[config.mk]
export PLATFORM = sky130hd
export DESIGN_NAME = kaat_front
export DESIGN_NICKNAME = d
export VERILOG_FILES = /design/src/design/kaat_pkg.sv /design/src/design/kaat_front.sv
export SDC_FILE = /design/constraint.sdc
export NUM_CORES = 1
export LEC_CHECK = 0
export BUFFER_PORTS_ARGS = -buffer_cell sky130_fd_sc_hd__buf_4
export CAP_MARGIN = 20
export CORE_ASPECT_RATIO = 0.7
export CORE_MARGIN = 1.5
export CORE_UTILIZATION = 25
export CTS_BUF_LIST = sky130_fd_sc_hd__clkbuf_8
export DETAILED_ROUTE_END_ITERATION = 8
export REMOVE_ABC_BUFFERS = 1
export SLEW_MARGIN = 10
export SYNTH_ARGS = -nofsm -noshare
export SYNTH_HDL_FRONTEND = slang
export SYNTH_SLANG_ARGS = --single-unit
[constraint.sdc]
create_clock -name clk -period 5.9 [get_ports clk]
set_input_delay 0.295 -clock clk [delete_from_list [all_inputs] [get_ports clk]]
set_output_delay 0.295 -clock clk [all_outputs]
set_load 0.01 [all_outputs]
[src/design/kaat_pkg.sv]
`timescale 1ns / 1ps
`default_nettype none
package kaat_pkg;
	localparam int KEY_W = 16;
	localparam int SAMPLE_W = 32;
	localparam int CNT_W = 32;
	localparam int SUM_W = 64;
	localparam int AVG_W = 32;
	localparam int FRAC_BITS = 16;

	typedef enum logic [2:0] {
		ST_ACC   = 3'd0,
		ST_NEW   = 3'd1,
		ST_FULL  = 3'd2,
		ST_DIS   = 3'd3,
		ST_ENTRY = 3'd4,
		ST_EMPTY = 3'd5
	} status_t;

	typedef enum logic {
		FN_ADD   = 1'b0,
		FN_FLUSH = 1'b1
	} func_t;

	typedef struct packed {
		func_t                func;
		logic [KEY_W-1:0]     key;
		logic [SAMPLE_W-1:0]  sample;
	} req_t;

	typedef struct packed {
		status_t              status;
		logic [KEY_W-1:0]     key;
		logic [CNT_W-1:0]     count;
		logic [AVG_W-1:0]     average;
		logic                 last;
	} res_t;
endpackage
`default_nettype wire

[src/design/kaat_front.sv]
`timescale 1ns / 1ps
`default_nettype none
module kaat_front (
	input  wire logic                clk,
	input  wire logic                arst_n,
	input  wire logic                in_valid,
	output logic                     in_ready,
	input  wire kaat_pkg::req_t      in_req,
	output logic                     q_valid,
	input  wire logic                q_ready,
	output kaat_pkg::req_t           q_req
);
	import kaat_pkg::*;

	// two-entry request queue
	req_t   buf_q [2];
	logic   wp_q, rp_q;
	logic   [1:0] cnt_q;

	assign in_ready = (cnt_q != 2'd2);
	assign q_valid  = (cnt_q != 2'd0);
	assign q_req    = buf_q[rp_q];

	always_ff @(posedge clk) begin
		if (in_valid && in_ready) begin
			buf_q[wp_q] <= in_req;
		end
	end

	always_ff @(posedge clk or negedge arst_n) begin
		if (!arst_n) begin
			wp_q  <= 1'b0;
			rp_q  <= 1'b0;
			cnt_q <= 2'd0;
		end else begin
			if (in_valid && in_ready) begin
				wp_q <= ~wp_q;
			end
			if (q_valid && q_ready) begin
				rp_q <= ~rp_q;
			end
			cnt_q <= cnt_q + 2'((in_valid && in_ready) ? 1 : 0)
				- 2'((q_valid && q_ready) ? 1 : 0);
		end
	end
endmodule
`default_nettype wire

==> results of run 1 <==
==> cell families after synthesis <==
| logic type | Yosys count | synth area share (%) |
|---|---|---|
| and+or+nand+nor | 6 | 0.933 |
| buffers and inverters | 7 | 1.73 |
| xor gates and xnor gates | 4 | 0.933 |
| adders and majority gates | 2 | 0.666 |
| muxes | 49 | 14.7 |
| DFF | 102 | 81.0 |
==> synthesized netlist by cell type <==
master    number
xor2_1         1
buf_6          5
and2_4         1
dfrtp_1        4
or2_1          1
buf_2          1
mux2_2        45
and3_1         1
mux2_1         4
edfxtp_1      98
inv_1          1
ha_1           2
nand2_1        1
nand2b_1       1
nor2_1         1
xnor2_1        3
==> flip-flops by register name (all words and copies together) (netlist names) <==
register / flops
buf_q: 98
cnt_q: 2
rp_q: 1
wp_q: 1
==> power by group through the flow <==
| stage | Clock [mW] | Combinational (mW) | Sequential [mW] |
|---|---|---|---|
| 2_1_floorplan | 0 | 0.387 | 1.09 |
| 3_3_place_gp | 0 | 0.783 | 1.06 |
| 3_5_place_dp | 0 | 0.790 | 1.07 |
| 4_1_cts | 0.443 | 0.796 | 1.05 |
| 5_1_grt | 0.467 | 0.839 | 1.06 |
| 6_report | 0.420 | 0.771 | 1.04 |
==> through the flow <==
stage          area, sq um  util, %
2_1_floorplan         3690        -
3_3_place_gp          4740     32.3
3_5_place_dp          4740     32.3
4_1_cts               4940     33.7
5_1_grt               4940     33.7
6_report              4940     33.7
==> how the worst max path moves through the flow <==
stage | from | end | slack, ps | cells past startpoint
floorplan | cnt_q[1]$_DFF_PN0_ | buf_q[0][0]$_DFFE_PP_ | 2730 | 3
detailed placement | cnt_q[1]$_DFF_PN0_ | buf_q[0][20]$_DFFE_PP_ | 3670 | 4
global placement | cnt_q[1]$_DFF_PN0_ | buf_q[0][30]$_DFFE_PP_ | 3750 | 4
finish | rp_q$_DFFE_PN0P_ | q_req[31] | 3580 | 3
global route | rp_q$_DFFE_PN0P_ | q_req[29] | 3420 | 3
CTS | rp_q$_DFFE_PN0P_ | q_req[4] | 3480 | 3
==> critical path, stage by stage (launching register included) <==
cell and delay (ps):
dfrtp_2 560, buf_4 530, mux2_2 420, buf_4 150
==> timing repair <==
item / CTS / global route
endpoints found under the setup margin: 0 / 0
hold endpoints to repair: 4 / 0
hold buffers: 1 / 0
==> layer usage <==
metal	GRT usage [%]	vias up	share of wire (%)
met3	4.24	9	7.9
met1	10.8	954	44
met4	3.18	0	1.2
li1	-	880	-
met2	14.3	69	47
met5	0	-	0
==> cell type report <==
type	count	area, sq um
fillers	1395	9730
multi-input cells	61	656
well taps	195	244
clock inverters	7	67.6
repair buffers	107	806
flip-flops and latches	102	3040
clock buffers	9	124
inverters	1	3.75
==> results.json, run 1 <==
{
  "dp_cells": 465,
  "dp_slack_ps": 3670,
  "routedWlPerCell_microns": 14.2,
  "seq_power_share_pct": 46.7,
  "crit_path_max_fanout": 39,
  "ff2ff_path_depth": 4,
  "p_int_mw": 1.58,
  "critical_path_arrival_ps": 2030,
  "rrSetupSlack_ps": 3770,
  "min_delay_path_depth": 1,
  "clock_path_buffers": 2,
  "worst_slew_pin_slew_ps": 767,
  "cts_tree": "done",
  "peakVddDrop_uv": 160,
  "holdWs_ps": 115,
  "ctsResizeCount": 0,
  "start_util_pct": 25.6,
  "drc": 0,
  "setup_viol": 0,
  "via_per_inst": 3.97,
  "antenna_found_initial": 0,
  "cts_setup_buffers": 0,
  "drt_iter0_drc": 64,
  "drive_gt1_share_pct": 58.9,
  "core_area_sq_um": 14700,
  "cts_sinks": 102,
  "mostFrequentLayoutCell": "buf_4",
  "crit_type": "flip-flop to output port",
  "synthTopCellsByArea": "edfxtp_1 78%, mux2_2 13%, dfrtp_1 2.7%",
  "p_sw_share_pct": 29.2,
  "netlist_instances": 170,
  "vias": 1912,
  "layout_common_cells": "106 x buf_4, 98 x edfxtp_1, 45 x mux2_2",
  "synth_seq_cells": 102,
  "cts_max_level": 3,
  "dp_hpwl_mm": 4.48,
  "routed_wl_mm": 6.86,
  "synth.distinct_cells": 16,
  "cts-root-buf": "clkbuf_8",
  "clock_latency_ps": 360,
  "area_growth_pct": 31.7,
  "fin_ws_ps": 3580,
  "required_ps": 5610,
  "power_mw": 2.24,
  "row_count": 37,
  "port-buffer-count": 103,
  "power-per-cell-area_nw_per_um2": 452,
  "grt_pass1_vias": 1995,
  "syn_area_sq_um": 3750,
  "hold_end": "buf_q[0][20]$_DFFE_PP_",
  "rsz0062_at_grt": "no",
  "r2r-end": "buf_q[0][18]$_DFFE_PP_",
  "start_kind": "flip-flop",
  "slew_headroom_pct": 48.7,
  "clkPwrFrac_pct": 18.8,
  "leakage_nw": 1.81,
  "switching_power_mw": 0.652,
  "clkTransAtPathRegs_ps": 90,
  "gp_congestion": 0.684,
  "syn_avg_cell_area_sq_um": 22.1,
  "drv_cap": 0,
  "fmaxAchievable_ghz": 0.430,
  "skew_ps": 6.49,
  "grt_max_degree": 50,
  "num_antenna_cells": 0,
  "grt.overflow.total": 0,
  "yosys_warnings": 0,
  "synth_top_area_cell": "edfxtp_1",
  "grt_pass1_wl_mm": 10.5,
  "r2r-start": "cnt_q[1]$_DFF_PN0_",
  "instances_no_fill": 482,
  "finalCritPeriodShare_pct": 39.4,
  "nets": 337,
  "finalCriticalPeriod_ps": 2320,
  "min-delay-start": "in_req[20]",
  "synth_top_area_share_pct": 78.4,
  "crit_path_end_kind": "output port",
  "ant_nets": 0,
  "status": "completed",
  "setup_tns_ps": 0,
  "dr.pass1.iters": 4,
  "dieArea_sq_um": 15800,
  "dieHeight_microns": 106,
  "finalHoldViolCount": 0,
  "yosysSeqAreaShare_pct": 81.0,
  "cts_made_buffers": 9,
  "die_w_microns": 149,
  "p_comb_share_pct": 34.5,
  "grt_usage_pct": 9.06,
  "drv_slew": 0,
  "io_pins": 104,
  "hold_class": "input port to flip-flop"
}
(Power assumes the default switching activity.)
==> run 2, diff against run 1 <==
==> constraint.sdc (replaced) <==
create_clock -name clk -period 2.1 [get_ports clk]
set_input_delay 0.105 -clock clk [delete_from_list [all_inputs] [get_ports clk]]
set_output_delay 0.105 -clock clk [all_outputs]
set_load 0.01 [all_outputs]
==> results.json, run 2 (synthesized netlist as in run 1, its figures left out) <==
{
  "status": "completed",
  "slowest_stage": "mux2_2",
  "grt_max_degree": 27,
  "grt_pass1_wl_mm": 10.7,
  "clock_latency_ps": 360,
  "ctsResizeCount": 0,
  "routedWlPerCell_microns": 12.7,
  "crit_type": "flip-flop to output port",
  "p_comb_share_pct": 36.6,
  "instances_no_fill": 534,
  "drv_cap": 0,
  "regMostFlops": "buf_q",
  "clkTransAtPathRegs_ps": 90,
  "crit_path_end_kind": "output port",
  "dp_cells": 468,
  "gp_congestion": 0.687,
  "dp_slack_ps": 419,
  "final_core_util_pct": 37.1,
  "via_per_inst": 3.87,
  "largest_reg_flops": 98,
  "peakVddDrop_uv": 470,
  "cp.buffers_inverters": 2,
  "power-per-cell-area_nw_per_um2": 1150,
  "p_int_mw": 4.42,
  "mostFrequentLayoutCell": "buf_4",
  "finalHoldViolCount": 0,
  "dr.pass1.iters": 4,
  "reg_top3": "buf_q: 98 flops, cnt_q: 2 flops",
  "area_growth_pct": 44.8,
  "skew_ps": 7.29,
  "clkPwrFrac_pct": 17.2,
  "p_sw_share_pct": 29.4,
  "hold_class": "input port to flip-flop",
  "clock_path_buffers": 2,
  "drc": 0,
  "dp_hpwl_mm": 4.50,
  "cts_tree": "done",
  "cts_setup_buffers": 0,
  "critPathMostFrequentCell": "buf_4",
  "cp_cell_sequence": "buf_4 > mux2_2 > buf_4",
  "setup_viol": 0,
  "vias": 2064,
  "dieArea_sq_um": 15800,
  "grt.overflow.total": 0,
  "cts_made_buffers": 9,
  "worst_slew_pin_slew_ps": 370,
  "crit_path_max_fanout": 26,
  "switching_power_mw": 1.84,
  "die_w_microns": 149,
  "fin_area_sq_um": 5440,
  "port-buffer-count": 103,
  "fillers": 1417,
  "slew_headroom_pct": 75.3,
  "cts_hold_buf": 50,
  "row_count": 37,
  "max_stage_delay_ps": 400,
  "setup_tns_ps": 0,
  "num_antenna_cells": 0,
  "fmaxAchievable_ghz": 0.586,
  "seq_power_share_pct": 46.1,
  "cts-root-buf": "clkbuf_8",
  "start_util_pct": 25.6,
  "critical_path_arrival_ps": 1600,
  "routed_wl_mm": 6.80,
  "drv_slew": 0,
  "drive_gt1_share_pct": 50.7,
  "grt_pass1_vias": 2204,
  "cts_max_level": 3,
  "cts_sinks": 102,
  "drt_iter0_drc": 55,
  "nets": 389,
  "io_pins": 104,
  "grt_usage_pct": 8.95,
  "finalCritPeriodShare_pct": 81.3,
  "core_area_sq_um": 14700,
  "layout_common_cells": "109 x buf_4, 98 x edfxtp_1, 50 x dlygate4sd3_1",
  "antenna_found_initial": 0,
  "rsz0062_at_grt": "no",
  "start_kind": "flip-flop",
  "dpl-instance-area_sq_um": 4770,
  "finalCriticalPeriod_ps": 1710,
  "required_ps": 2000,
  "leakage_nw": 2.02,
  "ant_nets": 0,
  "fin_ws_ps": 393,
  "dieHeight_microns": 106,
  "cp_top_family": "buffers and inverters"
}
run 2: cell types whose count changed in the layout (fill, tap and decap cells not counted):
| cell | previous run | this run |
|---|---|---|
| clkinv_4 | 2 | 1 |
| dlygate4sd3_1 | 1 | 50 |
| inv_1 | 3 | 1 |
| inv_6 | 0 | 3 |
| clkinv_1 | 0 | 2 |
| bufinv_16 | 1 | 0 |
| clkinvlp_4 | 1 | 0 |
| buf_4 | 106 | 109 |
run 2: power by group through the flow:
stage	logic [mW]	clock network, mW	registers, mW
after floorplan	1.09	0	3.05
after global placement	2.27	0	2.92
after detailed placement	2.27	0	2.94
after CTS	2.36	1.15	2.90
after global routing	2.50	1.23	2.93
final	2.29	1.08	2.89
run 2: per-layer routing:
layer  global-route usage [%]  vias to the layer above  share of wire [%]
met5                        0                        -                  0
met4                     2.76                        0               0.40
met3                     3.42                        3                6.1
met2                     15.4                       71                 49
met1                     10.2                     1003                 44
li1                         -                      987                  -
run 2: per-stage QoR:
| stage | total power [mW] | hold slack (ps) |
|---|---|---|
| final | 6.26 | 58.4 |
| after global routing | 6.66 | 31.0 |
| after CTS | 6.41 | 23.6 |
| after detailed placement | 5.22 | -94.6 |
| after global placement | 5.19 | -97.2 |
| after floorplan | 4.14 | -191 |
run 2: worst reg2reg max path: stages, from the launching register on:
cell     delay [ps]
dfrtp_1         420
or2_1           260
and2_4          170
ha_1            260
inv_1            40
ha_1            170
xnor2_1         160
xnor2_1         130
run 2: cell type report:
class                           instances  area [sq um]  share of cell area, %
Clock inverter                          7          47.5                  0.874
Inverter                                1          3.75                 0.0690
Clock buffer                            9           124                   2.28
Tap cell                              195           244                   4.49
Timing Repair Buffer                  159          1320                   24.3
Multi-Input combinational cell         61           656                   12.1
Sequential cell                       102          3040                   56.0
run 2: final timing paths:
path                                     from                  to  slack, ps  cells past startpoint
setup / recovery             rp_q$_DFFE_PN0P_            q_req[0]        390                      3
hold / removal                        q_ready    rp_q$_DFFE_PN0P_         60                      3
setup reg to reg           cnt_q[1]$_DFF_PN0_  cnt_q[1]$_DFF_PN0_        420                      7
hold reg to reg            cnt_q[0]$_DFF_PN0_  cnt_q[0]$_DFF_PN0_        540                      1
max in group asynchronous              arst_n    rp_q$_DFFE_PN0P_       1900                      2
min in group asynchronous              arst_n  cnt_q[0]$_DFF_PN0_         80                      2
